===== config.mk =====
export PLATFORM = sky130hd
export DESIGN_NAME = zvd_div
export DESIGN_NICKNAME = d
export VERILOG_FILES = /design/src/sv/zvd_pkg.sv /design/src/sv/zvd_div.sv
export SDC_FILE = /design/constraint.sdc
export NUM_CORES = 1
export LEC_CHECK = 0
export ABC_AREA = 0
export BUFFER_PORTS_ARGS = -buffer_cell sky130_fd_sc_hd__buf_2
export CORE_MARGIN = 8
export CORE_UTILIZATION = 55
export CTS_BUF_LIST = sky130_fd_sc_hd__clkbuf_8
export DETAILED_ROUTE_END_ITERATION = 6
export PLACE_DENSITY_LB_ADDON = 0.15
export SYNTH_ARGS = -nofsm -noshare
export SYNTH_HDL_FRONTEND = slang
export SYNTH_SLANG_ARGS = --single-unit

===== constraint.sdc =====
create_clock -name aclk -period 5.15 [get_ports aclk]
set_input_delay 1.03 -clock aclk [delete_from_list [all_inputs] [get_ports aclk]]
set_output_delay 1.03 -clock aclk [all_outputs]
set_load 0.03 [all_outputs]

===== src/sv/zvd_pkg.sv =====
// Shared types and constants for the zero-velocity detector.
`default_nettype none
package zvd_pkg;

    localparam int MAG_W      = 16;
    localparam int SPREAD_W   = 30;
    localparam int CFG_IDX_W  = 4;
    localparam int CFG_DATA_W = 30;
    localparam int CNT_W      = 8;
    localparam int WIN_REG_W  = 7;
    localparam int QUO_W      = 31;

    localparam logic [SPREAD_W-1:0] SPREAD_MAX = {SPREAD_W{1'b1}};
    localparam logic [CNT_W-1:0]    CNT_MAX    = {CNT_W{1'b1}};

    localparam logic [15:0]          GRAVITY_LEVEL_RST   = 16'd4096;
    localparam logic [15:0]          GRAVITY_TOL_RST     = 16'd200;
    localparam logic [15:0]          ROTATION_LIMIT_RST  = 16'd100;
    localparam logic [SPREAD_W-1:0]  ACCEL_SPREAD_RST    = 30'd400;
    localparam logic [SPREAD_W-1:0]  ROT_SPREAD_RST      = 30'd100;
    localparam logic [WIN_REG_W-1:0] WINDOW_LENGTH_RST   = 7'd32;
    localparam logic [CNT_W-1:0]     ENTRY_PERSIST_RST   = 8'd10;
    localparam logic [CNT_W-1:0]     EXIT_HYST_RST       = 8'd5;

    typedef enum logic [CFG_IDX_W-1:0] {
        REG_GRAVITY_LEVEL      = 4'd0,
        REG_GRAVITY_TOLERANCE  = 4'd1,
        REG_ROTATION_LIMIT     = 4'd2,
        REG_ACCEL_SPREAD_LIMIT = 4'd3,
        REG_ROT_SPREAD_LIMIT   = 4'd4,
        REG_WINDOW_LENGTH      = 4'd5,
        REG_ENTRY_PERSISTENCE  = 4'd6,
        REG_EXIT_HYSTERESIS    = 4'd7
    } cfg_index_t;

    typedef enum logic [1:0] {
        MODE_MOVING     = 2'd0,
        MODE_CANDIDATE  = 2'd1,
        MODE_STATIONARY = 2'd2,
        MODE_LEAVING    = 2'd3
    } motion_mode_t;

    typedef enum logic [2:0] {
        SEQ_IDLE,
        SEQ_SQUARE,
        SEQ_ROOT,
        SEQ_WRITE,
        SEQ_WALK,
        SEQ_PRODUCT,
        SEQ_DIVIDE,
        SEQ_DONE
    } seq_state_t;

    // handshake with an iterative arithmetic unit
    typedef struct packed {
        logic start;
    } unit_req_t;

endpackage
`default_nettype wire


===== src/sv/zvd_div.sv =====
// Restoring divider, one quotient bit per cycle.
`default_nettype none
module zvd_div #(
    parameter int NUM_W = 54,
    parameter int DEN_W = 22,
    parameter int QW    = 31
) (
    input  wire logic               aclk,
    input  wire logic               aresetn,
    input  wire zvd_pkg::unit_req_t req,
    input  wire logic [NUM_W-1:0]   num,
    input  wire logic [DEN_W-1:0]   den,
    output logic                    busy,
    output logic [QW-1:0]           quo
);
    import zvd_pkg::*;

    localparam int DSH_W = DEN_W + QW;
    localparam int CMP_W = (NUM_W > DSH_W) ? NUM_W : DSH_W;
    localparam int CW    = $clog2(QW + 1);

    logic [NUM_W-1:0] rem_reg;
    logic [DSH_W-1:0] dsh_reg;
    logic [QW-1:0]    quo_reg;
    logic [CW-1:0]    cnt_reg;
    logic             ge;

    assign ge = CMP_W'(rem_reg) >= CMP_W'(dsh_reg);

    always_ff @(posedge aclk) begin
        if (!aresetn) begin
            cnt_reg <= '0;
        end else if (req.start) begin
            cnt_reg <= CW'(QW);
        end else if (cnt_reg != '0) begin
            cnt_reg <= cnt_reg - CW'(1);
        end
        if (req.start) begin
            rem_reg <= num;
            dsh_reg <= DSH_W'(den) << (QW - 1);
            quo_reg <= '0;
        end else if (cnt_reg != '0) begin
            if (ge) begin
                rem_reg <= rem_reg - NUM_W'(dsh_reg);
            end
            quo_reg <= {quo_reg[QW-2:0], ge};
            dsh_reg <= dsh_reg >> 1;
        end
    end

    assign busy = (cnt_reg != '0);
    assign quo  = quo_reg;

endmodule
`default_nettype wire


======== Word-level counts from Yosys, hierarchy flattened ========
Index checks and enable logic that the tools add are counted.
operators by class
  add/subtract/negate cells ............... 2
  multipliers ............................. 0
  divide/modulo/power cells ............... 0
  magnitude comparators ................... 1
  equality and inequality tests ........... 0
  shift-type cells ........................ 0
  mux-type cells .......................... 7
  bitwise logic cells ..................... 0
  reduce and logical (&&, ||, !) cells .... 4
operators by type and width
  operator               number
  $mux W54               3
  $mux W52               2
  $ge A54 B52 Y1         1
  $sub A54 B52 Y54       1
  $mux W5                2
  $reduce_bool A5 Y1     1
  $sub A5 B1 Y5 const B  1
  $reduce_bool A2 Y1     2
  $reduce_and A2 Y1      1
word-level totals
  bits in registers ....................... 142
  bits in latches ......................... 0
  bits in writable memories ............... 0
  memory bits (read-only) ................. 0
  input port bits ......................... 79
  word-level logic and storage cells ...... 19
  memories ................................ 0

======== Logic depth before layout (Yosys ltp) ========
  depth after elaboration ................. 4
  depth in mapped cells ................... 13
  gate-level depth less buffers ........... 13

======== Worst setup path after synthesis ========
Ideal clock, no wire load.
  path kind ............................... flip-flop to flip-flop
  from .................................... register rem_reg[18]
  to ...................................... register rem_reg[0] (enable)
  library setup time ...................... 0.413 ns
  arrival time ............................ 3.733 ns
  data required time ...................... 4.737 ns
  slack ................................... 1.004 ns
  cell stages (with the launch flop) ...... 13
  path buffers ............................ 1
  clock period less this slack ............ 4.146 ns
  cells stage by stage .................... edfxtp_1 > ha_1 > buf_2 > nand2_1 > or3_4 > or4_4 > a21oi_2 > nor3_1 > o21ai_2 > nand2b_2 > o31ai_2 > nand3_1 > nand2_1
on the way
  longest elaborated chain between the ends .. 3
ends and longest elaborated chain
  item                          RTL line       source
  from (decl)                   zvd_div.sv:22  logic [NUM_W-1:0] rem_reg;
  from (signal assigned)        zvd_div.sv:39  rem_reg <= num;
  from (signal assigned)        zvd_div.sv:44  rem_reg <= rem_reg - NUM_W'(dsh_reg);
  $ge A54 B52 Y1                zvd_div.sv:28  assign ge = CMP_W'(rem_reg) >= CMP_W'(dsh_reg);
  $reduce_bool A2 Y1 (no line)  n/a
  $reduce_and A2 Y1 (no line)   n/a
No other way between the ends.
A chain may end at the register's enable or synchronous reset.

======== Worst setup path after layout ========
  from .................................... register dsh_reg[15]
  to ...................................... register rem_reg[48] (enable)
on the way
  longest elaborated chain between the ends .. 3
ends and longest elaborated chain
  item                          RTL line       source
  from (decl)                   zvd_div.sv:23  logic [DSH_W-1:0] dsh_reg;
  from (signal assigned)        zvd_div.sv:40  dsh_reg <= DSH_W'(den) << (QW - 1);
  from (signal assigned)        zvd_div.sv:47  dsh_reg <= dsh_reg >> 1;
  $ge A54 B52 Y1                zvd_div.sv:28
  $reduce_bool A2 Y1 (no line)  n/a
  $reduce_and A2 Y1 (no line)   n/a
No other way between the ends.

==> impl_results.md <==
- Startpoint types: register
- Max Freq: 251 MHz
- Max H-tree Level: 4
- Slew of the pin with the lowest slew margin: 1.14 ns
- Kind of critical path: reg2reg
- Pint: 3200 uW
- CTS Sinks: 142
- Pwr Total: 5610 uW
- Avg WL per Cell: 16.1 um
- Area of the die: 0.0202 mm2
- # port buffers: 110
- Grt total ovfl: 0
- Final Cell Area: 0.00977 mm2
- Most frequent cells in the layout: 237 x nand2_1, 126 x a21oi_1, 109 x buf_2
- Share of post-route cells with drive strength above 1: 0.149
- Area grow syn2layout: 11.9%
- Post-CTS Setup Inserts: 0
- Cells after Synth: 1053
- Power density cells: 574 mW/mm2
- Maximum vdd drop: 0.288 mV
- First-pass iteration count of the detailed router: 5
- Max Slew Vio Count: 0
- Max Cap Violations: 0
- Clock Power Share: 0.163
- Outcome: completed
- Fin Setup TNS: 0 ns
- Crit. End Element: register
- Class of the worst hold path: reg2reg
- CP max FO: 25
- Clock Latency Late Sink: 0.47 ns
- CTS max path bufs: 2
- Met1 wire length: 9790 um
- Starting Density: 0.556
- Max-slew headroom: 0.241
- Vias in the first global route: 7397
- Largest register FFs: 54
- Post-synthesis cell area: 0.00874 mm2
- Row Count: 46
- Largest net degree at the start of global routing: 131
- Syn nets: 1186
- FFs w/ async S/R, synth: 0
- WL final: 21900 um
- Seq pwr share: 0.298
- Final hold vios: 0
- Seq cells post-synth: 142
- HPWL reported at the end of detailed placement: 15500 um
- Post-layout nets: 1258
- Die Wd: 142 um
- Place WS: 1.20 ns
- Switching power: 2410 uW
- Clock transition at the registers of the reported paths: 0.08 ns
- Post-cts resize count: 0
- Routed met2 length: 10700 um
- PnR worst setup slack: 1.17 ns
- Post-route ant nets: 0
- Final GP Congestion: 0.916
- # hold bufs at CTS: 0
- Ports: 111
- Final core utilization: 0.622
- Min Tclk post-route: 3.98 ns
- Core ar.: 0.0157 mm2
- Met3 wire length: 886 um
- 1st-iter DRT viols: 499
- Total CTS buffers: 17
- Mean area per synthesized cell: 8.30 um2
- LEAKAGE: 0.00395 uW
- Diodes inserted: 0
- CP required: 5.27 ns
- Arrival time worst endpoint: 4.10 ns
- Die height: 142 um
- Sw Share: 0.430
- Highest layer used for signal routing: met4
- Via density: 5.60
- Worst Skew: 0.00916 ns
- CTS tree: built
- Comb pwr share: 0.539
- Synth cell types: 58
- Placement Cell Area: 0.00938 mm2
- EDFF count, synth: 76
- Final setup viols: 0
- First-pass GRT wire length: 36100 um
- YS warnings: 0
- Fin crit share: 0.772
- Initial antenna violation count: 0
- Top FF cell, synth: edfxtp_1
- Total Routing Usage GR: 0.222
- Residual DRC: 0
- Via count: 7576
- Clk root buf: clkbuf_8
- Commonest non-fill, non-tap cell in the layout: nand2_1
- RSZ-0062 raised after global routing: no
- Post-synthesis sequential area ratio: 0.412
through the flow:
step | hold WS [ns] | instances
after CTS | 0.456 | 1354
after global routing | 0.473 | 1354
final | 0.452 | 1354
after detailed placement | 0.444 | 1322
after global placement | 0.437 | 1322
after floorplan | 0.436 | 1053
power groups by stage:
| stage | registers, uW | logic [uW] | clock network [uW] |
|---|---|---|---|
| final | 1670 | 3020 | 913 |
| after global routing | 1700 | 3370 | 973 |
| after CTS | 1670 | 2980 | 924 |
| after detailed placement | 1700 | 2960 | 0 |
| after global placement | 1680 | 2940 | 0 |
| after floorplan | 1680 | 2310 | 0 |
per-layer routing:
layer / vias up / GRT usage
met3: 39 / 0.0366
li1: 3828 / -
met1: 3521 / 0.280
met4: 0 / 0.0876
met2: 188 / 0.371
met5: - / 0
synth_stat cells, types with 3 or more instances:
cell	number	area, um2
or3_1	3	18.8
xnor2_1	27	236
nor4_1	6	37.5
inv_1	66	248
buf_1	6	22.5
nor3_1	9	45.0
nand2_1	238	893
nand3_1	19	95.1
dfxtp_1	66	1320
o21ai_2	3	26.3
edfxtp_1	76	2280
a21boi_0	5	37.5
a31oi_1	6	37.5
clkbuf_1	53	199
a21o_1	27	203
a21oi_1	126	631
nor2_1	24	90.1
a211oi_1	7	52.6
o21bai_1	14	105
and3_1	6	37.5
mux2_2	3	33.8
o21ai_1	3	15.0
buf_2	4	20.0
ha_1	53	663
nand2b_1	9	56.3
nand4_1	15	93.8
o2111ai_1	3	26.3
o31ai_1	22	165
xor2_1	22	193
and4_1	3	26.3
o21a_1	6	45.0
a21oi_2	3	26.3
and2_1	4	25.0
a2111oi_0	3	26.3
nor2b_1	7	43.8
o21ai_0	77	385
worst paths after layout:
check | startpoint | to | slack, ns | cells after the start
worst min register to register | quo[30] | quo[30] | 0.45 | 2
worst min-delay path | quo[30] | quo[30] | 0.45 | 2
worst max-delay path | dsh_reg[15] | rem_reg[48] | 1.17 | 13
worst max register to register | dsh_reg[15] | rem_reg[48] | 1.17 | 13
cell type report:
cell class	instances	area, um2
inverters	66	248
clock inverters	15	161
fillers	1412	5940
clock buffers	17	234
multi-input cells	782	4650
repair buffers	116	602
well taps	216	270
flip-flops and latches	142	3600
critical path, cell delays in order, from the launching register on:
cell      delay (ns)
dfxtp_1         0.36
inv_1           0.05
ha_1            0.38
nand2_2         0.11
or3_4           0.40
or4_4           0.54
a21oi_2         0.13
nor3_1          0.10
o21ai_2         0.33
nand2b_2        0.11
o31ai_2         0.18
nand3_1         0.15
nand2_2         0.34
buf_4           0.44
kinds of logic after synthesis:
logic type                 after synthesis  share of synthesized area
DFF                                    142                      0.412
buffers and inverters                  129                     0.0560
AOI/OAI and AO/OA                      317                      0.217
and+or+nand+nor                        358                      0.182
adders and majority gates               54                     0.0782
xor gates and xnor gates                49                     0.0491
muxes                                    4                    0.00501
Power figures use the tool's default switching activity.
