<file path="src/sv/zvd_pkg.sv">
// Shared types and constants for the zero-velocity detector.
`default_nettype none
package zvd_pkg;

    localparam int MAG_W      = 16;
    localparam int SPREAD_W   = 30;
    localparam int CFG_IDX_W  = 4;
    localparam int CFG_DATA_W = 30;
    localparam int CNT_W      = 8;
    localparam int WIN_REG_W  = 7;
    localparam int QUO_W      = 31;

    localparam logic [SPREAD_W-1:0] SPREAD_MAX = {SPREAD_W{1'b1}};
    localparam logic [CNT_W-1:0]    CNT_MAX    = {CNT_W{1'b1}};

    localparam logic [15:0]          GRAVITY_LEVEL_RST   = 16'd4096;
    localparam logic [15:0]          GRAVITY_TOL_RST     = 16'd200;
    localparam logic [15:0]          ROTATION_LIMIT_RST  = 16'd100;
    localparam logic [SPREAD_W-1:0]  ACCEL_SPREAD_RST    = 30'd400;
    localparam logic [SPREAD_W-1:0]  ROT_SPREAD_RST      = 30'd100;
    localparam logic [WIN_REG_W-1:0] WINDOW_LENGTH_RST   = 7'd32;
    localparam logic [CNT_W-1:0]     ENTRY_PERSIST_RST   = 8'd10;
    localparam logic [CNT_W-1:0]     EXIT_HYST_RST       = 8'd5;

    typedef enum logic [CFG_IDX_W-1:0] {
        REG_GRAVITY_LEVEL      = 4'd0,
        REG_GRAVITY_TOLERANCE  = 4'd1,
        REG_ROTATION_LIMIT     = 4'd2,
        REG_ACCEL_SPREAD_LIMIT = 4'd3,
        REG_ROT_SPREAD_LIMIT   = 4'd4,
        REG_WINDOW_LENGTH      = 4'd5,
        REG_ENTRY_PERSISTENCE  = 4'd6,
        REG_EXIT_HYSTERESIS    = 4'd7
    } cfg_index_t;

    typedef enum logic [1:0] {
        MODE_MOVING     = 2'd0,
        MODE_CANDIDATE  = 2'd1,
        MODE_STATIONARY = 2'd2,
        MODE_LEAVING    = 2'd3
    } motion_mode_t;

    typedef enum logic [2:0] {
        SEQ_IDLE,
        SEQ_SQUARE,
        SEQ_ROOT,
        SEQ_WRITE,
        SEQ_WALK,
        SEQ_PRODUCT,
        SEQ_DIVIDE,
        SEQ_DONE
    } seq_state_t;

    // handshake with an iterative arithmetic unit
    typedef struct packed {
        logic start;
    } unit_req_t;

endpackage
`default_nettype wire

</file>
<file path="src/sv/zvd_sqrt.sv">
// Bit-serial floor integer square root that works one radicand at a time; busy is high until the root is complete.
`default_nettype none
module zvd_sqrt #(
    parameter int IN_W = 32
) (
    input  wire logic              aclk,
    input  wire logic              aresetn,
    input  wire zvd_pkg::unit_req_t req,
    input  wire logic [IN_W-1:0]   radicand,
    output logic                   busy,
    output logic [IN_W/2:0]        root
);
    import zvd_pkg::*;

    localparam int STEPS = IN_W / 2;
    localparam int CW    = $clog2(STEPS + 1);

    logic [IN_W-1:0] v_reg, v_next;
    logic [IN_W-1:0] res_reg, res_next;
    logic [IN_W-1:0] bit_reg, bit_next;
    logic [CW-1:0]   cnt_reg, cnt_next;
    logic [IN_W-1:0] trial;

    always_comb begin
        trial    = res_reg + bit_reg;
        v_next   = v_reg;
        res_next = res_reg;
        bit_next = bit_reg;
        cnt_next = cnt_reg;
        if (req.start) begin
            v_next   = radicand;
            res_next = '0;
            bit_next = IN_W'(1) << (IN_W - 2);
            cnt_next = CW'(STEPS);
        end else if (cnt_reg != '0) begin
            if (v_reg >= trial) begin
                v_next   = v_reg - trial;
                res_next = (res_reg >> 1) + bit_reg;
            end else begin
                res_next = res_reg >> 1;
            end
            bit_next = bit_reg >> 2;
            cnt_next = cnt_reg - CW'(1);
        end
    end

    always_ff @(posedge aclk) begin
        if (!aresetn) begin
            cnt_reg <= '0;
        end else begin
            cnt_reg <= cnt_next;
        end
        v_reg   <= v_next;
        res_reg <= res_next;
        bit_reg <= bit_next;
    end

    assign busy = (cnt_reg != '0);
    assign root = res_reg[IN_W/2:0];

endmodule
`default_nettype wire

</file>
<file path="config.mk">
export PLATFORM = sky130hd
export DESIGN_NAME = zvd_sqrt
export DESIGN_NICKNAME = d
export VERILOG_FILES = /design/src/sv/zvd_pkg.sv /design/src/sv/zvd_sqrt.sv
export SDC_FILE = /design/constraint.sdc
export NUM_CORES = 1
export LEC_CHECK = 0
export BUFFER_PORTS_ARGS = -buffer_cell sky130_fd_sc_hd__buf_4
export CORE_UTILIZATION = 45
export CTS_CLUSTER_SIZE = 12
export DETAILED_ROUTE_END_ITERATION = 8
export SLEW_MARGIN = 5
export SYNTH_ARGS = -nofsm -noshare
export SYNTH_HDL_FRONTEND = slang
export SYNTH_SLANG_ARGS = --single-unit
</file>
<file path="constraint.sdc">
create_clock -name aclk -period 7 [get_ports aclk]
set_clock_uncertainty 0.05 [all_clocks]
set_input_delay 0.7 -clock aclk [delete_from_list [all_inputs] [get_ports aclk]]
set_output_delay 0.7 -clock aclk [all_outputs]
set_load 0.01 [all_outputs]
</file>
Word-level counts from Yosys, hierarchy flattened
Cells that the tools add are included.

storage, ports and cells
  flip-flop bits (word level) = 85
  bits of input ports = 35
  output and inout bits = 18
  word-level logic and storage cells = 22

cells by class
  add/sub/neg operators = 4
  $lt $le $gt $ge = 1
  multiplexer cells = 6
  bitwise gates (word level) = 1
  reductions and logical operators = 5

operators by type and width
  cell                   count
  $mux W32               4
  $add A31 B31 Y32       1
  $add A32 B31 Y32       1
  $ge A32 B32 Y1         1
  $sub A32 B32 Y32       1
  $mux W5                2
  $reduce_bool A5 Y1     1
  $sub A5 B1 Y5 const B  1
  $reduce_bool A2 Y1     2
  $reduce_and A2 Y1      1
  $reduce_or A2 Y1       1
  $not A1 Y1             1

Longest topological paths before layout
Gate-level depths: netlist of run 1.

  depth in word-level cells = 5
  depth in mapped cells = 23
  gate-level depth less buffers = 21

Worst setup path before layout of run 1
OpenSTA, ideal clock, no wires.

  path kind = reg2reg
  from = register res_reg[2]
  to = register v_reg[0], enable pin
  setup time = 0.466 ns
  data arrival time = 5.739 ns
  required time = 6.484 ns
  slack = 0.745 ns
  stages on the path, launching flop included = 20
  path buffers = 3
  clock period less this slack = 6.255 ns
  cells stage by stage = dfxtp_1 ha_1 a31oi_1 a211oi_2 a21boi_2 o31ai_2 a21bo_2 a21boi_2 xor2_1 ha_1 clkbuf_1 a21oi_1 o21bai_1 a211oi_1 o21ai_0 a21oi_1 and2_4 buf_6 buf_2 o21ai_0

between the ends
  word-level cells in the longest chain between the ends = 4

ends and longest elaborated chain
  element                       line            source
  start, declared               zvd_sqrt.sv:19  logic [IN_W-1:0] res_reg, res_next;
  start signal, assigned        zvd_sqrt.sv:54  res_reg <= res_next;
  $add A32 B31 Y32              zvd_sqrt.sv:25  trial = res_reg + bit_reg;
  $ge A32 B32 Y1                zvd_sqrt.sv:36  if (v_reg >= trial) begin
  $reduce_bool A2 Y1 (no line)  --
  $reduce_and A2 Y1 (no line)   --
  end signal, assigned          zvd_sqrt.sv:53  v_reg <= v_next;
  end, declared                 zvd_sqrt.sv:18  logic [IN_W-1:0] v_reg, v_next;

Every way passes these cells.
A chain may end at the register's enable or synchronous reset.

Final worst setup path of run 1
  from = register res_reg[4]
  to = register res_reg[26]

between the ends
  word-level cells in the longest chain between the ends = 3
  elaborated cells on any way between the ends = 4
  classes of those cells = add/sub: 2; order compare: 1; mux: 1

ends and longest elaborated chain
  element           line
  $add A32 B31 Y32  zvd_sqrt.sv:25
  $ge A32 B32 Y1    zvd_sqrt.sv:36
  $mux W32 (*)      zvd_sqrt.sv:36

Mark *: on every way between the ends. The rest lies on a longest branch, timed or not.

==> flow_summary.json, run 1 <==
{
  "gr-total-overflow": 0,
  "hold_slack_ps": 434,
  "syn_inst": 890,
  "io_buffers": 52,
  "firstDrtPassIters": 5,
  "place.gp.congestion": 0.902,
  "start_util_pct": 46.6,
  "p_per_area_nw_per_um2": 492,
  "fin_tns_setup_ps": 0,
  "die_area_sq_um": 16400,
  "drtIter0Drc": 325,
  "worst_path_max_delay_cell": "nand2_1",
  "die_h_um": 128,
  "p_leak_nw": 3.07,
  "worst_r2r_endpoint": "res_reg[26]",
  "ys_types": 71,
  "hold_viol": 0,
  "async_flop_share_pct": 0,
  "drt-total-wl_mm": 18.1,
  "layout.cells.non_filler": 1112,
  "drive_gt1_share_pct": 11.3,
  "critPathArrivalTime_ps": 5200,
  "postCtsHoldBufs": 0,
  "cts_setup_buffers": 0,
  "rsz0062_at_grt": "no",
  "cts_tree": "built",
  "seq_area_frac_synth_pct": 28.2,
  "synth_edf_count": 32,
  "synth_top_area_share_pct": 14.8,
  "die_w_um": 128,
  "netlist_area_sq_um": 7160,
  "crit_path_start": "res_reg[4]",
  "syn2layout_area_growth_pct": 9.49,
  "critPathMaxFanout": 24,
  "irDropWorstVdd_mv": 0.232,
  "grt_max_degree": 75,
  "ios": 53,
  "slew_viol_final": 0,
  "r2r-start": "res_reg[4]",
  "path_class": "reg -> reg",
  "synth_top_cells_by_count": "nand2_1 (135), nor2_1 (74), ha_1 (68), o21ai_0 (63), a21oi_1 (60)",
  "cts_resized": 0,
  "max_freq_mhz": 203,
  "fillers": 1453,
  "total_power_mw": 3.85,
  "critPathRequiredTime_ps": 7260,
  "ant_nets": 0,
  "status": "finished clean",
  "worstSetupStartpointType": "flip-flop",
  "rows": 45,
  "yosysTopAreaCell": "dfxtp_1",
  "drcViolationCount": 0,
  "clk_root_buffer_cell": "clkbuf_16",
  "setup_viol": 0,
  "layout.nets": 1001,
  "cts.sinks": 85,
  "grt_pass1_wl_mm": 29.8,
  "antenna_found_initial": 0,
  "cts_buffer_depth": 2,
  "diodes": 0,
  "min_path_type": "reg -> reg",
  "avgSynthCellArea_sq_um": 8.04,
  "wire_per_inst_um": 16.3,
  "reg2reg_slack_ps": 2060,
  "min_period_ps": 4940,
  "cp-endpoint": "res_reg[26]",
  "syn-num-nets": 994,
  "ys_seq_elements": 85,
  "netlist_top_cells_area": "dfxtp_1 (15%), edfxtp_1 (13%), ha_1 (12%), nand2_1 (7.1%), xor2_1 (4.6%)",
  "worst_slew_pin_slew_ps": 855,
  "track_usage_pct": 22.9,
  "fin_area_sq_um": 7840,
  "synthMostInstantiatedCell": "nand2_1",
  "end_kind": "flip-flop",
  "core_sq_um": 15400,
  "drv_cap": 0,
  "dpl-instance-area_sq_um": 7540,
  "hpwl_mm": 13.1,
  "grt_pass1_vias": 6081,
  "cts_buffers": 9,
  "cpPeakStageDelay_ps": 520,
  "cts.htree.levels": 3,
  "fin_crit_sh_pct": 70.5,
  "ff2ff_path_depth": 18,
  "crit_chain": "ha_1 -> a211oi_1 -> a211oi_2 -> a21boi_2 -> o31ai_2 -> a21bo_2 -> a21boi_2 -> xor2_1 -> ha_1 -> a21oi_1 -> o21bai_1 -> a211oi_1 -> o21ai_0 -> a21oi_1 -> nand2_1 -> and4_1 -> nor3_1 -> a22o_1",
  "clkSlewWorstSetupHoldPaths_ps": 70,
  "place_inst": 1097,
  "vias": 6460,
  "vias_per_cell": 5.81,
  "ys.flop_type": "dfxtp_1",
  "insertion_delay_ps": 360,
  "relSlewSlack_pct": 42.9,
  "ys_warn_count": 0
}
stage by stage:
step / util [%] / setup slack, ps
final: 51.0 / 2060
after global routing: 51.0 / 1720
after CTS: 51.0 / 2050
after detailed placement: 49.1 / 2090
after global placement: 49.1 / 2210
after floorplan: - / 745
worst min path at each step:
| stage | start | to | depth (start not counted) |
|---|---|---|---|
| floorplan | bit_reg[0] | bit_reg[0] | 2 |
| global placement | bit_reg[0] | bit_reg[0] | 2 |
| detailed placement | bit_reg[0] | bit_reg[0] | 2 |
| CTS | bit_reg[0] | bit_reg[0] | 2 |
| global route | bit_reg[0] | bit_reg[0] | 2 |
| finish | bit_reg[0] | bit_reg[0] | 2 |
report_power, final:
part	total [mW]	switching, mW	internal, mW
Combinational	2.40	1.43	0.974
Sequential	0.952	0.199	0.753
Clock	0.501	0.223	0.278
Total	3.85	1.85	2.01
kinds of logic after synthesis:
| logic type | share of synthesized area, % |
|---|---|
| simple gates | 19.3 |
| compound gates | 25.1 |
| flops | 28.2 |
| buf+inv | 5.52 |
| xor+xnor | 8.69 |
| fa+ha+maj | 12.2 |
| mux | 0.996 |
critical path: cells and delay by family, from the launching register on:
family                     cells  cell delay (ps)
adders and majority gates      2              780
xor gates and xnor gates       1              150
DFF                            1              400
and+or+nand+nor                3             1160
AOI/OAI and AO/OA             12             2350
per-layer routing:
metal  part of all wire, %  track usage (%)  up-vias
met5                     0                0        -
met4                   1.9             7.47        0
met3                   4.2             4.63       25
met2                    49             40.0      129
met1                    45             28.0     3062
li1                      -                -     3244
placed cells by master, fill, tap and decap left out, types with 6 or more instances in the layout:
| master | instances |
|---|---|
| nand2_1 | 135 |
| xnor2_1 | 33 |
| nand3_1 | 8 |
| edfxtp_1 | 32 |
| nand2b_1 | 6 |
| o21a_1 | 11 |
| or3_1 | 7 |
| a211oi_1 | 27 |
| ha_1 | 68 |
| inv_1 | 20 |
| a311oi_1 | 9 |
| a21oi_1 | 60 |
| a21o_1 | 9 |
| dfxtp_1 | 53 |
| xor2_1 | 38 |
| a31oi_1 | 31 |
| clkbuf_16 | 9 |
| nor3_1 | 24 |
| mux2i_1 | 6 |
| nor2b_1 | 9 |
| buf_4 | 56 |
| o21ai_0 | 62 |
| o21ai_1 | 7 |
| nor2_1 | 74 |
| nand4_1 | 12 |
| o21bai_1 | 9 |
| and3_1 | 6 |
layout make-up:
type	count	area [sq um]	share of cell area [%]
clock inverter	6	72.6	0.926
sequential	85	2020	25.8
tap	211	264	3.37
inverter	22	82.6	1.05
multi-input combinational	723	4750	60.6
clock buffer	9	225	2.87
timing repair buffer	56	420	5.36
(Power assumes the default switching activity.)
==> run 2, diff against run 1 <==
Settings changed: ABC_AREA set to 1.
Clock period 7 ns to 4.8 ns, I/O delays scaled along.
==> flow_summary.json, run 2 <==
{
  "cts.htree.levels": 3,
  "rows": 50,
  "synth_top_area_share_pct": 20.2,
  "slew_viol_final": 0,
  "die_w_um": 142,
  "ys.flop_type": "dfxtp_1",
  "ys_types": 42,
  "die_area_sq_um": 20300,
  "die_h_um": 142,
  "netlist_top_cells_area": "nand2_1 (20%), dfxtp_1 (12%), edfxtp_1 (11%), ha_1 (9.6%), nand3_1 (8.1%)",
  "fillers": 2077,
  "netlist_area_sq_um": 8870,
  "clk_root_buffer_cell": "clkbuf_16",
  "drv_cap": 0,
  "place.gp.congestion": 0.926,
  "diodes": 0,
  "core_sq_um": 19000,
  "yosysTopAreaCell": "nand2_1",
  "hold_slack_ps": 281,
  "synthMostInstantiatedCell": "nand2_1",
  "io_buffers": 52,
  "vias": 9199,
  "drt-total-wl_mm": 27.6,
  "min_path_type": "in -> reg",
  "cts_tree": "built",
  "clkSlewWorstSetupHoldPaths_ps": 70,
  "synth_edf_count": 32,
  "min_period_ps": 4410,
  "worst_slew_pin_slew_ps": 790,
  "ys_warn_count": 0,
  "drtIter0Drc": 697,
  "firstDrtPassIters": 8,
  "start_util_pct": 46.6,
  "cts_setup_buffers": 0,
  "gr-total-overflow": 0,
  "critPathRequiredTime_ps": 4740,
  "syn2layout_area_growth_pct": 9.11,
  "wire_per_inst_um": 15.9,
  "grt_pass1_vias": 8141,
  "grt_max_degree": 40,
  "cts_buffer_depth": 2,
  "drive_gt1_share_pct": 7.78,
  "vias_per_cell": 5.29,
  "hpwl_mm": 22.1,
  "postCtsHoldBufs": 0,
  "insertion_delay_ps": 350,
  "grt_pass1_wl_mm": 43.5,
  "cts_resized": 0,
  "final_cell_mix": "nand2_1 (477), inv_1 (185), nand3_1 (143)",
  "async_flop_share_pct": 0,
  "cts.sinks": 85,
  "path_class": "reg -> reg",
  "synth_top_cells_by_count": "nand2_1 (477), inv_1 (185), nand3_1 (143), nor2_1 (118), a21oi_1 (69)",
  "final_common_cell": "nand2_1",
  "fin_crit_sh_pct": 91.9,
  "rsz0062_at_grt": "no",
  "drcViolationCount": 0,
  "critPathMaxFanout": 32,
  "fin_tns_setup_ps": 0,
  "antenna_found_initial": 0,
  "layout.nets": 1578,
  "fin_area_sq_um": 9680,
  "max_freq_mhz": 227,
  "p_per_area_nw_per_um2": 590,
  "irDropWorstVdd_mv": 0.315,
  "end_kind": "flip-flop",
  "syn_inst": 1447,
  "seq_area_frac_synth_pct": 22.8,
  "worstSetupStartpointType": "flip-flop",
  "ant_nets": 0,
  "dpl-instance-area_sq_um": 9380,
  "p_leak_nw": 4.48,
  "relSlewSlack_pct": 47.3,
  "cts_buffers": 9,
  "avgSynthCellArea_sq_um": 6.13,
  "setup_viol": 0,
  "critPathArrivalTime_ps": 4350,
  "hold_viol": 0,
  "syn-num-nets": 1551,
  "ios": 53,
  "track_usage_pct": 27.7,
  "status": "finished clean",
  "ys_seq_elements": 85
}
run 2: changes by cell type after synthesis, sizes merged, moves of 18 or more:
cell    previous run  this run
a211oi            30         1
o22ai              1        19
nor2              74       123
inv               21       187
clkbuf            32        12
nand2            135       485
a31oi             31         3
nand3              9       149
run 2: layout make-up:
class	count	area, sq um	share of cell area (%)
multi-input cells	1127	5850	60.5
inverters	187	702	7.25
well taps	260	325	3.36
clock inverters	4	53.8	0.556
repair buffers	64	480	4.96
clock buffers	11	243	2.51
flip-flops and latches	85	2020	20.9
run 2: per-layer routing:
layer	share of wire, %	track usage, %	routed length [um]
met1	49	39.6	13600
met4	1.3	6.17	368
met2	43	44.0	12000
met5	0	0	0
met3	6.2	3.57	1710
run 2: kinds of logic (layout without fill, tap and decap cells):
kind of cell | count (synthesis) | count (layout) | synth area share, %
flip-flops | 85 | 85 | 22.8
adder cells (fa/ha/maj) | 69 | 69 | 9.82
AND/OR/NAND/NOR | 827 | 827 | 40.0
buffers and inverters | 235 | 266 | 11.4
XOR/XNOR | 48 | 48 | 4.74
AO/OA/AOI/OAI | 183 | 183 | 11.3
run 2: power by group:
part | internal [mW] | leakage (nW) | switching [mW]
Combinational | 1.29 | 3.57 | 2.40
Sequential | 1.07 | 0.756 | 0.212
Clock | 0.420 | 0.147 | 0.313
run 2: per-stage QoR:
| step | cells | setup slack, ps | util (%) | power [mW] |
|---|---|---|---|---|
| after floorplan | 1447 | 555 | - | 4.06 |
| after global placement | 1723 | 536 | 49.3 | 4.93 |
| after detailed placement | 1723 | 511 | 49.3 | 4.95 |
| after CTS | 1738 | 460 | 50.9 | 5.70 |
| after global routing | 1738 | 49.4 | 50.9 | 6.25 |
| final | 1738 | 391 | 50.9 | 5.71 |
run 2: worst paths after layout:
kind	to	slack, ps	startpoint	cells past startpoint
setup / recovery	v_reg[18]	390	res_reg[14]	15
hold / removal	cnt_reg[4]	280	aresetn	3
setup reg to reg	v_reg[18]	390	res_reg[14]	15
hold reg to reg	res_reg[0]	440	res_reg[0]	2
run 2: critical path, cell delays in order, from the launching register on:
cell and delay (ps):
dfxtp_1 570, ha_1 360, nand2_1 170, o21ai_0 180, a21oi_1 290, nand2_1 140
a21oi_1 200, xor2_1 120, ha_1 410, nand2_1 140, nor2_1 270, nand2_1 140
nor2_1 150, nand2_2 220, a31oi_4 190, buf_4 410
