<file path="src/sv/zvd_ram.sv">
// Generic simple dual-port RAM with registered read.
`default_nettype none
module zvd_ram #(
    parameter int WIDTH = 16,
    parameter int DEPTH = 64
) (
    input  wire logic                     aclk,
    input  wire logic                     we,
    input  wire logic [$clog2(DEPTH)-1:0] waddr,
    input  wire logic [WIDTH-1:0]         wdata,
    input  wire logic                     re,
    input  wire logic [$clog2(DEPTH)-1:0] raddr,
    output logic      [WIDTH-1:0]         rdata
);

    logic [WIDTH-1:0] mem [DEPTH];

    always_ff @(posedge aclk) begin
        if (we) begin
            mem[waddr] <= wdata;
        end
        if (re) begin
            rdata <= mem[raddr];
        end
    end

endmodule
`default_nettype wire

</file>
<file path="config.mk">
export PLATFORM = sky130hd
export DESIGN_NAME = zvd_ram
export DESIGN_NICKNAME = d
export VERILOG_FILES = /design/src/sv/zvd_ram.sv
export SDC_FILE = /design/constraint.sdc
export NUM_CORES = 1
export LEC_CHECK = 0
export ABC_AREA = 1
export BUFFER_PORTS_ARGS = -buffer_cell sky130_fd_sc_hd__buf_2
export CORE_ASPECT_RATIO = 1.1
export CORE_UTILIZATION = 40
export CTS_BUF_LIST = sky130_fd_sc_hd__clkbuf_4
export CTS_CLUSTER_SIZE = 25
export DETAILED_ROUTE_END_ITERATION = 8
export SYNTH_ARGS = -nofsm -noshare
export SYNTH_HDL_FRONTEND = slang
export SYNTH_SLANG_ARGS = --single-unit
</file>
<file path="constraint.sdc">
create_clock -name aclk -period 4.1 [get_ports aclk]
set_clock_uncertainty 0.1 [all_clocks]
set_input_delay 0.205 -clock aclk [delete_from_list [all_inputs] [get_ports aclk]]
set_output_delay 0.205 -clock aclk [all_outputs]
set_load 0.01 [all_outputs]
</file>
# Word-level counts from Yosys, hierarchy flattened
# Memories as Yosys holds them, arrays and structs flattened. A register that Yosys moved wholly into a read port is not among the register bits.
# Cells that the tools add are included.
# W data, S select, Z words.
[totals]
regBits = 0
mem_bits_rw = 1024
elab_cells = 3
mem_count = 1
[memory_table]
columns = ["memory", "words", "word_bits", "read_ports", "rd_ports_with_merged_regs", "wr", "line_no", "source"]
rows = [
  ["mem", 64, 16, 1, 1, 1, "16", "logic [WIDTH-1:0] mem [DEPTH];"],
]
[op_classes]
muxes = 2
[op_table]
columns = ["operator", "n"]
rows = [
  ["$mux W1", 2],
]

# Longest topological paths before layout
# Gate-level depths: netlist (run 1).
[depth]
depth_word = 2
mapped_depth = 12
depth_no_buf = 9

# Worst setup path before layout (run 1)
# Ideal clock, no wire load.
[synth_timing]
kind = "input -> register"
from = "input port we"
to = "memory mem[48][0] (enable)"
setup_time_ns = 0.431
t_arrival_ns = 2.329
required_ns = 3.569
slack_ns = 1.241
cell_stages = 3
cell_sequence = "clkbuf_1 -> nand4_1 -> nor4_1"
[synth_between]
elab_chain_cells = 2
[synth_lines]
columns = ["element", "line_no", "source"]
rows = [
  ["from (decl)", "8", "input wire logic we,"],
  ["$mux W1", "19", "if (we) begin"],
  ["$mux W1 (implied by the code)", "20", "mem[waddr] <= wdata;"],
  ["to (decl)", "16", ""],
]
# Every way passes these cells.

==> PnR_summary.wiki, run 1 <==
{| class="wikitable"
! Metric !! Value
|-
| I/O pin count || 47
|-
| Number of failing setup endpoints in the final timing report || 0
|-
| Clock buffer count from CTS || 276
|-
| Ratio of final minimum period to clock period || 0.7823
|-
| Number of inserted filler cells in the final layout || 9566
|-
| Synthesized instance count || 3517
|-
| First-pass GRT wire length || 177500 um
|-
| Most instantiated cells after synthesis || 1296 x nand2_1, 1040 x edfxtp_1, 871 x nand3_1
|-
| Clock latency reported for the late side of the worst-skew pair || 1.12 ns
|-
| Post-CTS Repair Setup Buffers || 0
|-
| Fraction of registers with async set or reset after synthesis || 0
|-
| Internal Pwr Total || 16.41 mW
|-
| Post-synthesis xor/xnor area fraction || 0
|-
| Number of sinks driven by the clock tree || 1040
|-
| Leading area contributor after synthesis || edfxtp_1
|-
| First DRT Iteration DRCs || 3173
|-
| CTS tree || built
|-
| Routed length per placed instance || 22.69 um
|-
| Area Overhead vs Synth || 12.29%
|-
| Y dimension of the die || 342.9 um
|-
| Port-buffer cells || 46
|-
| Effective utilization at floorplan || 0.4053
|-
| Clock tree root driver cell || clkbuf_4
|-
| Drt pass-1 iters || 8
|-
| Yosys top cell area share || 0.7390
|-
| LEAKAGE || 17.31 nW
|-
| Worst Path Arrival || 4.10 ns
|-
| Final cell area excluding filler cells || 47450 um^2
|-
| Commonest register cell after synthesis || edfxtp_1
|-
| Type of element launching the critical path || input pin
|-
| Post-synthesis cell area || 42260 um^2
|-
| Synthesized net count || 3548
|-
| Cell with the most instances after synthesis || nand2_1
|-
| Vias per cell || 5.377
|-
| Remaining Overflow, GRT || 0
|-
| Pin count of the biggest net entering global routing || 153
|-
| Proportion of synthesized chip area in sequential cells || 0.7390
|-
| HP Class || in2reg
|-
| Number of global-route vias before repair || 27.15k
|-
| Main combinational cell family by area after synthesis || simple AND/OR/NAND/NOR gates
|-
| Via Count || 28.60k
|-
| Max-slew violations || 0
|-
| Clock Path Buffers || 4
|-
| Unrepaired setup endpoints after global routing || false
|-
| Slew at the pin closest to its max-slew limit || 1.226 ns
|-
| Max-cap viol count || 0
|-
| Clock-pin transition on the worst setup and hold timing paths || 0.07 ns
|-
| Share of post-route cells with drive strength above 1 || 0.1435
|-
| GP Congestion || 0.8530
|-
| Number of warnings reported in the yosys synthesis log || 0
|-
| Die Area || 107000 um^2
|-
| Adder-cell share of the synthesized area || 0
|-
| Compound-Gate Fraction of Synth Area || 0
|-
| Number of antenna violations at the first check in global routing || 9
|-
| Final Hold Viols || 0
|-
| # hold bufs at CTS || 43
|-
| Post-synthesis mux area share || 0
|-
| Total length of routed wires || 120700 um
|-
| Worst slew margin relative to its limit || 0.1828
|-
| Number of distinct library cells after synthesis || 15
|-
| Worst Setup End Kind || register
|-
| Number of nets in the final layout || 3812
|-
| Count of state elements after synthesis || 1040
|-
| Total track usage || 0.2249
|-
| Grt met3 use || 0.04479
|-
| NetSw || 5.126 mW
|-
| ANT nets after route || 0
|-
| GR Layer Usage met2 || 0.3650
|-
| Share of total power in the clock network || 0.383
|-
| Power Density || 453.7 nW/um^2
|-
| Basic-gate share of the synthesized area counting and, or, nand and nor cells || 0.2258
|-
| Worst-case vdd ir drop || 0.0001735 V
|-
| Proportion of power drawn by combinational gates || 0.068
|-
| Worst Path Max Fanout || 40
|-
| Number of remaining DRC errors || 0
|-
| Synthesized area per cell || 12.02 um^2
|-
| Top post-synthesis cells by area || edfxtp_1 74%, nand2_1 12%, nand3_1 10%
|-
| Post_cts resized || 0
|-
| Shortest clock period the worst path allows after layout || 3.207 ns
|-
| Number of enable-type register cells in the synthesized netlist || 1040
|-
| Standard-cell rows || 124
|-
| Post-Place Cell Area || 43960 um^2
|-
| Placeable core region || 104300 um^2
|-
| Share of power burned in registers || 0.549
|-
| HPWL after detailed placement || 67710 um
|-
| Maximum level of the CTS H-tree || 5
|-
| Required time of the critical path || 5.00 ns
|-
| Maximum clock rate || 0.3118 GHz
|-
| Die X-Extent || 311.9 um
|-
| M1 GR Usage || 0.3012
|-
| Summed negative setup slack over all endpoints || 0 ns
|-
| Switch share || 0.2381
|-
| Most Crowded Layer GR || met2
|-
| Type of the setup path with the least slack || in2reg
|-
| Run status || finished clean
|}
sequential cells by signal, summed over array words and instances, names as in the netlist:
name and flops:
mem 1024, rdata 16
layout by cell type (no fill, tap or decap), drive strengths merged:
cell type	instances
nand2	1296
edfxtp	1040
nand3	871
clkbuf	370
buf	168
nor2	56
clkinv	51
dlygate4sd3	43
inv	17
nand4	9
nor4	8
diode	2
bufinv	2
layer usage:
layer,wire (um),vias to the layer above
met3,9898,185
met2,57980,1336
met5,70,-
met1,49720,14000
li1,-,13070
met4,3014,10
stage by stage:
| stage | util | hold slack (ns) | setup WS [ns] | power [mW] | std cells |
|---|---|---|---|---|---|
| 2_1_floorplan | - | 0.2039 | 1.241 | 12.83 | 3517 |
| 3_3_place_gp | 0.4216 | 0.5420 | 1.089 | 13.46 | 4846 |
| 3_5_place_dp | 0.4216 | 0.5476 | 1.077 | 13.47 | 4846 |
| 4_1_cts | 0.4551 | 0.008952 | 1.039 | 21.72 | 5317 |
| 5_1_grt | 0.4551 | 0.04192 | 0.7757 | 22.37 | 5319 |
| 6_report | 0.4551 | 0.1081 | 0.8928 | 21.53 | 5319 |
path summary, 6_finish.rpt:
kind | start | endpoint | slack, ns | cells past startpoint
max | raddr[2] | rdata[8]$_DFFE_PP_ | 0.89 | 13
min | wdata[10] | mem[21][10]$_DFFE_PP_ | 0.11 | 2
max reg2reg | mem[55][8]$_DFFE_PP_ | rdata[8]$_DFFE_PP_ | 1.50 | 10
min reg2reg | mem[16][9]$_DFFE_PP_ | rdata[9]$_DFFE_PP_ | 0.78 | 8
critical path, cell delays in order:
cell and delay (ns):
dlygate4sd3_1 0.53, buf_4 0.24, inv_4 0.47, buf_4 0.50, buf_4 0.39, nand3_1 0.12, nand2_1 0.07, nand2_1 0.05
nand3_1 0.13, nand3_1 0.08, dlygate4sd3_1 0.58, nand2_1 0.07, dlygate4sd3_1 0.56
power by group through the flow:
stage,logic [mW],registers (mW),clock network (mW)
6_report,1.47,11.8,8.25
4_1_cts,1.46,11.8,8.44
3_5_place_dp,1.43,12.0,0
5_1_grt,1.58,11.8,8.97
3_3_place_gp,1.42,12.0,0
2_1_floorplan,0.788,12.0,0
cells by family (layout without fill, tap and decap cells):
group	after synthesis	after routing
DFF	1040	1040
other	0	2
buffers and inverters	237	651
and+or+nand+nor	2240	2240
cell type report:
| class | instances | area [um^2] | share of cell area |
|---|---|---|---|
| repair buffers | 211 | 1762 | 0.03712 |
| well taps | 1386 | 1734 | 0.03654 |
| flip-flops and latches | 1040 | 31230 | 0.6581 |
| clock buffers | 370 | 2778 | 0.05853 |
| clock inverters | 58 | 282.8 | 0.005959 |
| diodes | 2 | 5.005 | 0.0001055 |
| multi-input cells | 2240 | 9590 | 0.2021 |
| inverters | 12 | 71.32 | 0.001503 |
No activity file was read; power rests on OpenSTA's default activity.
==> inputs of run 2 (changes only) <==
--- a/config.mk
+++ b/config.mk
@@ -5,7 +5,7 @@
 export SDC_FILE = /design/constraint.sdc
 export NUM_CORES = 1
 export LEC_CHECK = 0
-export ABC_AREA = 1
+export ABC_AREA = 0
 export BUFFER_PORTS_ARGS = -buffer_cell sky130_fd_sc_hd__buf_2
 export CORE_ASPECT_RATIO = 1.1
 export CORE_UTILIZATION = 40
==> constraint.sdc (replaced) <==
create_clock -name aclk -period 3.1 [get_ports aclk]
set_clock_uncertainty 0.1 [all_clocks]
set_input_delay 0.155 -clock aclk [delete_from_list [all_inputs] [get_ports aclk]]
set_output_delay 0.155 -clock aclk [all_outputs]
set_load 0.01 [all_outputs]
==> run 2 against run 1 <==
- sequential share of layout area rose by 1.6 points
- wire length fell by 17%
- first-iteration DRC count fell by 33%
- design area fell by 2.3%
- global-route usage fell by 2.5 points
- critical endpoint is now rdata[14]$_DFFE_PP_
==> PnR_summary.wiki, run 2 <==
{| class="wikitable"
! Metric !! Value
|-
| Clock tree root driver cell || clkbuf_4
|-
| Number of sinks driven by the clock tree || 1040 (unchanged)
|-
| Remaining Overflow, GRT || 0 (unchanged)
|-
| Wire length the detailed router placed on met1 || 41030 um (-17%)
|-
| First DRT Iteration DRCs || 2123 (-33%)
|-
| Number of distinct library cells after synthesis || 42 (+27)
|-
| Maximum clock rate || 0.3756 GHz
|-
| Port-buffer cells || 46 (unchanged)
|-
| Slew at the pin closest to its max-slew limit || 1.281 ns (+0.05550 ns)
|-
| Run status || finished clean
|-
| Number of failing setup endpoints in the final timing report || 0 (unchanged)
|-
| Clock latency reported for the late side of the worst-skew pair || 1.09 ns (-0.03 ns)
|-
| Number of nets in the final layout || 2284 (-40%)
|-
| Worst-path cell chain || dlygate4sd3_1 > clkbuf_8 > buf_4 > nor2b_1 > a22oi_1 > a41oi_1 > o21ai_0 > and4_1
|-
| Number of warnings reported in the yosys synthesis log || 0 (unchanged)
|-
| I/O pin count || 47 (unchanged)
|-
| Most instantiated cells after synthesis || 1040 x edfxtp_1, 220 x mux4_2, 85 x mux2i_1
|-
| Reg-to-reg setup timing slack || 0.45 ns (-1.05 ns)
|-
| Die Area || 101800 um^2 (-4.8%)
|-
| Met3 routed wirelength || 7278 um (-26%)
|-
| Worst-case vdd ir drop || 0.0002215 V (+28%)
|-
| Pin count of the biggest net entering global routing || 58 (-62%)
|-
| Worst Path Max Fanout || 42 (+5.0%)
|-
| Buffering stage count on the worst path with inverters included || 3 (-4)
|-
| Cell with the most instances after synthesis || edfxtp_1
|-
| Worst slew margin relative to its limit || 0.1458 (-0.03700)
|-
| Number of antenna violations at the first check in global routing || 8 (-1)
|-
| Worst Path Arrival || 3.37 ns (-0.73 ns)
|-
| Leading area contributor after synthesis || edfxtp_1
|-
| Most frequent cells in the layout || 1040 x edfxtp_1, 382 x clkbuf_4, 220 x mux4_2, 147 x buf_4, 85 x mux2i_1
|-
| LEAKAGE || 15.11 nW (-13%)
|-
| Clock buffer count from CTS || 276 (unchanged)
|-
| Type of element launching the critical path || input pin
|-
| Standard-cell rows || 121 (-2.4%)
|-
| Total track usage || 0.1998 (-0.02507)
|-
| Worst Setup End Kind || register
|-
| Synthesized area per cell || 21.98 um^2 (+83%)
|-
| Y dimension of the die || 334.5 um (-2.4%)
|-
| Drt pass-1 iters || 6 (-2)
|-
| Path depth of the worst reg2reg path || 5 (-5)
|-
| ANT nets after route || 0 (unchanged)
|-
| Most common cell after layout, fill and taps aside || edfxtp_1
|-
| Fraction of registers with async set or reset after synthesis || 0 (unchanged)
|-
| GP Congestion || 0.8093 (-5.1%)
|-
| Clock Path Buffers || 4 (unchanged)
|-
| Maximum level of the CTS H-tree || 5 (unchanged)
|-
| Biggest registers after layout || mem (1024), rdata (16)
|-
| Number of remaining DRC errors || 0 (unchanged)
|-
| Placeable core region || 99320 um^2 (-4.7%)
|-
| Top post-synthesis cells by area || edfxtp_1 78%, mux4_2 12%, mux2i_1 2.1%
|-
| First-pass GRT wire length || 146300 um (-18%)
|-
| Count of state elements after synthesis || 1040 (unchanged)
|-
| Largest stage delay on the critical path || 0.63 ns (+0.05 ns)
|-
| Area Overhead vs Synth || 15.28%
|-
| Yosys top cell area share || 0.7768 (+0.03781)
|-
| Cell with the biggest individual delay on the critical path || nor2b_1
|-
| Power Density || 607.4 nW/um^2 (+34%)
|-
| CTS tree || built
|-
| End of the worst register-to-register path || rdata[8]$_DFFE_PP_
|-
| Routed length per placed instance || 27.11 um (+19%)
|-
| Final Hold Viols || 0 (unchanged)
|-
| Number of global-route vias before repair || 21.45k (-21%)
|-
| Commonest register cell after synthesis || edfxtp_1
|-
| Shortest clock period the worst path allows after layout || 2.662 ns
|-
| Total length of routed wires || 100800 um (-17%)
|-
| Synthesized instance count || 1829 (-48%)
|-
| Largest Register || mem
|-
| Number of cells on the worst hold path || 5 (+3)
|-
| HPWL after detailed placement || 60480 um (-11%)
|-
| Highest metal layer with signal wires || met5
|-
| Summed negative setup slack over all endpoints || 0 ns (unchanged)
|-
| Met2 wirelength from detailed routing || 50290 um (-13%)
|-
| HP Class || in2reg
|-
| Hold path startpoint || raddr[0]
|-
| Via Count || 20.67k (-28%)
|-
| Clock-pin transition on the worst setup and hold timing paths || 0.06 ns (about the same)
|-
| Required time of the critical path || 3.81 ns (-1.19 ns)
|-
| Vias per cell || 5.560 (+3.4%)
|-
| Max-slew violations || 0 (unchanged)
|-
| Ratio of final minimum period to clock period || 0.8588
|-
| Max-cap viol count || 0 (unchanged)
|-
| Proportion of synthesized chip area in sequential cells || 0.7768 (+0.03781)
|-
| Number of flip-flops under the largest register name || 1024 (unchanged)
|-
| Post-synthesis cell area || 40200 um^2 (-4.9%)
|-
| Final cell area excluding filler cells || 46340 um^2 (-2.3%)
|-
| Post-Place Cell Area || 42790 um^2 (-2.6%)
|-
| Effective utilization at floorplan || 0.4048 (-0.0005310)
|-
| Type of the setup path with the least slack || in2reg
|-
| Cell family contributing the most delay on the critical path || buffers and inverters
|-
| Unrepaired setup endpoints after global routing || false
|-
| Die X-Extent || 304.3 um (-2.4%)
|-
| End of the worst hold path || rdata[2]$_DFFE_PP_
|-
| Synthesized net count || 1860 (-48%)
|-
| Share of post-route cells with drive strength above 1 || 0.3545 (+0.2111)
|-
| Beginning of the worst register-to-register path || mem[7][8]$_DFFE_PP_
|-
| Number of enable-type register cells in the synthesized netlist || 1040 (unchanged)
|}
[run 2: cell type report]
type / instances / area, um^2
sequential: 1040 / 31230
clock buffer: 382 / 2868
antenna: 6 / 15.01
clock inverter: 63 / 267.8
tap: 1291 / 1615
multi-input combinational: 685 / 8249
timing repair buffer: 250 / 2100
fill: 8358 / 52970
[run 2: cells by family (layout without fill, tap and decap cells)]
group | count (synthesis) | count (layout) | share of synthesized area
AO/OA/AOI/OAI | 129 | 129 | 0.02400
flip-flops | 1040 | 1040 | 0.7768
multiplexers | 336 | 336 | 0.1546
buffers and inverters | 104 | 695 | 0.01824
AND/OR/NAND/NOR | 220 | 220 | 0.02636
other | 0 | 6 | 0
[run 2: routing by layer]
layer	vias to the layer above	global-route usage
li1	8726	-
met1	10900	0.2609
met2	901	0.3293
met3	136	0.04462
met4	4	0.07178
met5	-	0
[run 2: timing repair]
action                    4_1_cts  5_1_grt
buffers inserted                0        0
hold buffers                   40        0
resized for setup               0        0
hold endpoints to repair     2080        0
[run 2: worst max path at each step]
stage	from	end	slack (ns)	depth (start not counted)
after floorplan	waddr[3]	mem[48][0]$_DFFE_PP_	0.81	4
after global placement	raddr[2]	rdata[14]$_DFFE_PP_	-0.05	7
after detailed placement	raddr[2]	rdata[14]$_DFFE_PP_	-0.08	7
after CTS	mem[7][8]$_DFFE_PP_	rdata[8]$_DFFE_PP_	0.46	5
after global routing	mem[7][8]$_DFFE_PP_	rdata[8]$_DFFE_PP_	0.38	5
final	raddr[2]	rdata[14]$_DFFE_PP_	0.44	8
[run 2: stage by stage]
stage	setup slack, ns	std cells	hold slack [ns]	util	power [mW]
2_1_floorplan	0.8102	1829	0.1539	-	16.73
3_3_place_gp	-0.05358	3226	0.4894	0.4309	17.44
3_5_place_dp	-0.07614	3226	0.4734	0.4309	17.47
4_1_cts	0.4567	3711	0.02443	0.4665	28.48
5_1_grt	0.3849	3715	0.06160	0.4666	29.26
6_report	0.4377	3717	0.1367	0.4666	28.15
[run 2: tightest hold or removal path: stages]
cell	delay, ns
buf_8	0.23
mux4_2	0.32
nand2_1	0.07
nand4_1	0.19
and4_1	0.20
[run 2: power breakdown]
part	switching (mW)	internal, mW
Clock	5.22	5.73
Combinational	0.962	0.601
Sequential	0.0417	15.6
Total	6.23	21.9
==> inputs of run 3 (changes only) <==
--- a/config.mk
+++ b/config.mk
@@ -5,8 +5,9 @@
 export SDC_FILE = /design/constraint.sdc
 export NUM_CORES = 1
 export LEC_CHECK = 0
-export ABC_AREA = 0
+export ABC_AREA = 1
 export BUFFER_PORTS_ARGS = -buffer_cell sky130_fd_sc_hd__buf_2
+export CAP_MARGIN = 15
 export CORE_ASPECT_RATIO = 1.1
 export CORE_UTILIZATION = 40
 export CTS_BUF_LIST = sky130_fd_sc_hd__clkbuf_4
==> run 3 against run 2 <==
- combinational power increased by 26%
- core utilization decreased by 0.66 points
- first-iteration DRC count increased by 31%
- count of clock-buffer cells in the layout decreased by 35
- worst hold slack got worse by 0.017 ns
- sequential cell count unchanged
- fmax decreased by 13%
- power increased by 0.46%
- critical path depth increased by 6
- sequential share of layout area decreased by 2.3 points
- register-to-register slack got worse by 0.18 ns
==> PnR_summary.wiki, run 3 (synthesis gave the netlist of run 1 again) <==
{| class="wikitable"
! Metric !! Value
|-
| Maximum clock rate || 0.3276 GHz (-13%)
|-
| Clock buffer count from CTS || 238 (-14%)
|-
| Routed length per placed instance || 21.58 um (-20%)
|-
| # hold bufs at CTS || 53 (+33%)
|-
| Effective utilization at floorplan || 0.4053 (+0.0005310)
|-
| Summed negative setup slack over all endpoints || 0 ns (unchanged)
|-
| CTS tree || built
|-
| Die X-Extent || 311.9 um (+2.5%)
|-
| HP Class || in2reg
|-
| Shortest clock period the worst path allows after layout || 3.052 ns (+0.3898 ns)
|-
| Largest Register || mem
|-
| Power, Total || 28.28 mW (+0.46%)
|-
| Remaining Overflow, GRT || 0 (unchanged)
|-
| Run status || finished clean
|-
| First DRT Iteration DRCs || 2791 (+31%)
|-
| Type of the setup path with the least slack || in2reg
|-
| Max-slew violations || 0 (unchanged)
|-
| ANT nets after route || 0 (unchanged)
|-
| I/O pin count || 47 (unchanged)
|-
| Worst slew margin relative to its limit || 0.1897 (+0.04387)
|-
| Most frequent cells in the layout || 1296 x nand2_1, 1040 x edfxtp_1, 871 x nand3_1, 347 x clkbuf_4, 137 x buf_4
|-
| Maximum level of the CTS H-tree || 4 (-1)
|-
| Number of failing setup endpoints in the final timing report || 0 (unchanged)
|-
| Number of remaining DRC errors || 0 (unchanged)
|-
| First-pass GRT wire length || 171700 um (+17%)
|-
| Power Density || 589.6 nW/um^2 (-2.9%)
|-
| Vias per cell || 5.266 (-5.3%)
|-
| Post-CTS Repair Setup Buffers || 0 (unchanged)
|-
| Total track usage || 0.2156 (+0.01583)
|-
| Max-cap viol count || 0 (unchanged)
|-
| Unrepaired setup endpoints after global routing || false
|-
| Clock Path Buffers || 3 (-1)
|-
| Biggest registers after layout || mem (1024), rdata (16)
|-
| Worst Setup End Kind || register
|-
| Worst hold-check slack || 0.1200 ns (-0.01673 ns)
|-
| Required time of the critical path || 3.90 ns (+0.09 ns)
|-
| Slew at the pin closest to its max-slew limit || 1.215 ns (-0.06581 ns)
|-
| Number of sinks driven by the clock tree || 1040 (unchanged)
|-
| Standard-cell rows || 124 (+2.5%)
|-
| Clock-pin transition on the worst setup and hold timing paths || 0.07 ns (about the same)
|-
| Pin count of the biggest net entering global routing || 139 (+140%)
|-
| Die Area || 107000 um^2 (+5.1%)
|-
| Clock latency reported for the late side of the worst-skew pair || 1.15 ns (+0.06 ns)
|-
| Worst Path Arrival || 3.85 ns (+0.48 ns)
|-
| Most common cell after layout, fill and taps aside || nand2_1
|-
| Number of global-route vias before repair || 26.96k (+26%)
|-
| LEAKAGE || 17.52 nW (+16%)
|-
| Worst Path Max Fanout || 109 (+160%)
|-
| Utilization after layout || 0.4600 (-0.006627)
|-
| Drt pass-1 iters || 5 (-1)
|-
| Via Count || 28.22k (+37%)
|-
| Number of nets in the final layout || 3822 (+67%)
|-
| Total length of routed wires || 115700 um (+15%)
|-
| Clock tree root driver cell || clkbuf_4
|-
| Worst-case vdd ir drop || 0.0003715 V (+68%)
|-
| Port-buffer cells || 46 (unchanged)
|-
| Placeable core region || 104300 um^2 (+5.0%)
|-
| GP Congestion || 0.8304 (+2.6%)
|-
| Area Overhead vs Synth || 13.49%
|-
| Ratio of final minimum period to clock period || 0.9845 (+0.1257)
|-
| HPWL after detailed placement || 65290 um (+8.0%)
|-
| Final Hold Viols || 0 (unchanged)
|-
| Y dimension of the die || 342.9 um (+2.5%)
|-
| Number of antenna violations at the first check in global routing || 9 (+1)
|-
| Number of flip-flops under the largest register name || 1024 (unchanged)
|-
| Type of element launching the critical path || input pin
|-
| Share of post-route cells with drive strength above 1 || 0.1473 (-0.2072)
|-
| Post_cts resized || 0 (unchanged)
|}
run 3: report_power, final:
part           switching, mW  internal (mW)  leakage (nW)
Sequential            0.0408           15.6          9.37
Clock                   5.29           5.40          1.79
Combinational           1.43          0.530          6.36
Total                   6.77           21.5          17.5
run 3: routing by layer:
metal / global-route usage / wire length (um) / up-vias
li1: - / - / 13110
met1: 0.2889 / 48200 / 13860
met2: 0.3533 / 56220 / 1081
met3: 0.04237 / 8692 / 168
met4: 0.07006 / 2485 / 8
met5: 0 / 48 / -
run 3: final timing paths:
kind / slack [ns] / endpoint / startpoint / cells after the start
setup / recovery: 0.05 / rdata[4]$_DFFE_PP_ / raddr[0] / 14
hold / removal: 0.12 / mem[63][3]$_DFFE_PP_ / wdata[3] / 3
setup reg to reg: 0.27 / rdata[4]$_DFFE_PP_ / mem[63][4]$_DFFE_PP_ / 10
hold reg to reg: 0.78 / rdata[1]$_DFFE_PP_ / mem[20][1]$_DFFE_PP_ / 8
run 3: per-stage QoR:
| step | setup WS [ns] | cell area, um^2 | instances |
|---|---|---|---|
| 3_3_place_gp | 0.6042 | 44380 | 4884 |
| 2_1_floorplan | 0.2909 | 42260 | 3517 |
| 3_5_place_dp | 0.6032 | 44380 | 4884 |
| 4_1_cts | 0.2763 | 47960 | 5357 |
| 6_report | 0.04795 | 47960 | 5359 |
| 5_1_grt | 0.03922 | 47960 | 5359 |
run 3: final cells by class:
| type | count | area (um^2) |
|---|---|---|
| diodes | 2 | 5.005 |
| clock buffers | 347 | 2605 |
| clock inverters | 73 | 430.4 |
| fillers | 9485 | 56300 |
| inverters | 12 | 71.32 |
| multi-input cells | 2240 | 9590 |
| flip-flops and latches | 1040 | 31230 |
| well taps | 1386 | 1734 |
| repair buffers | 259 | 2295 |
run 3: critical path, stage by stage:
cell and delay, ns:
dlygate4sd3_1 0.56, buf_8 0.28, inv_16 0.17, buf_12 0.32, nand2_1 0.07, nand3_1 0.08
nand3_1 0.15, nand2_1 0.08, nand2_1 0.06, nand3_1 0.34, nand3_1 0.21, dlygate4sd3_1 0.56
nand2_1 0.04, dlygate4sd3_1 0.54
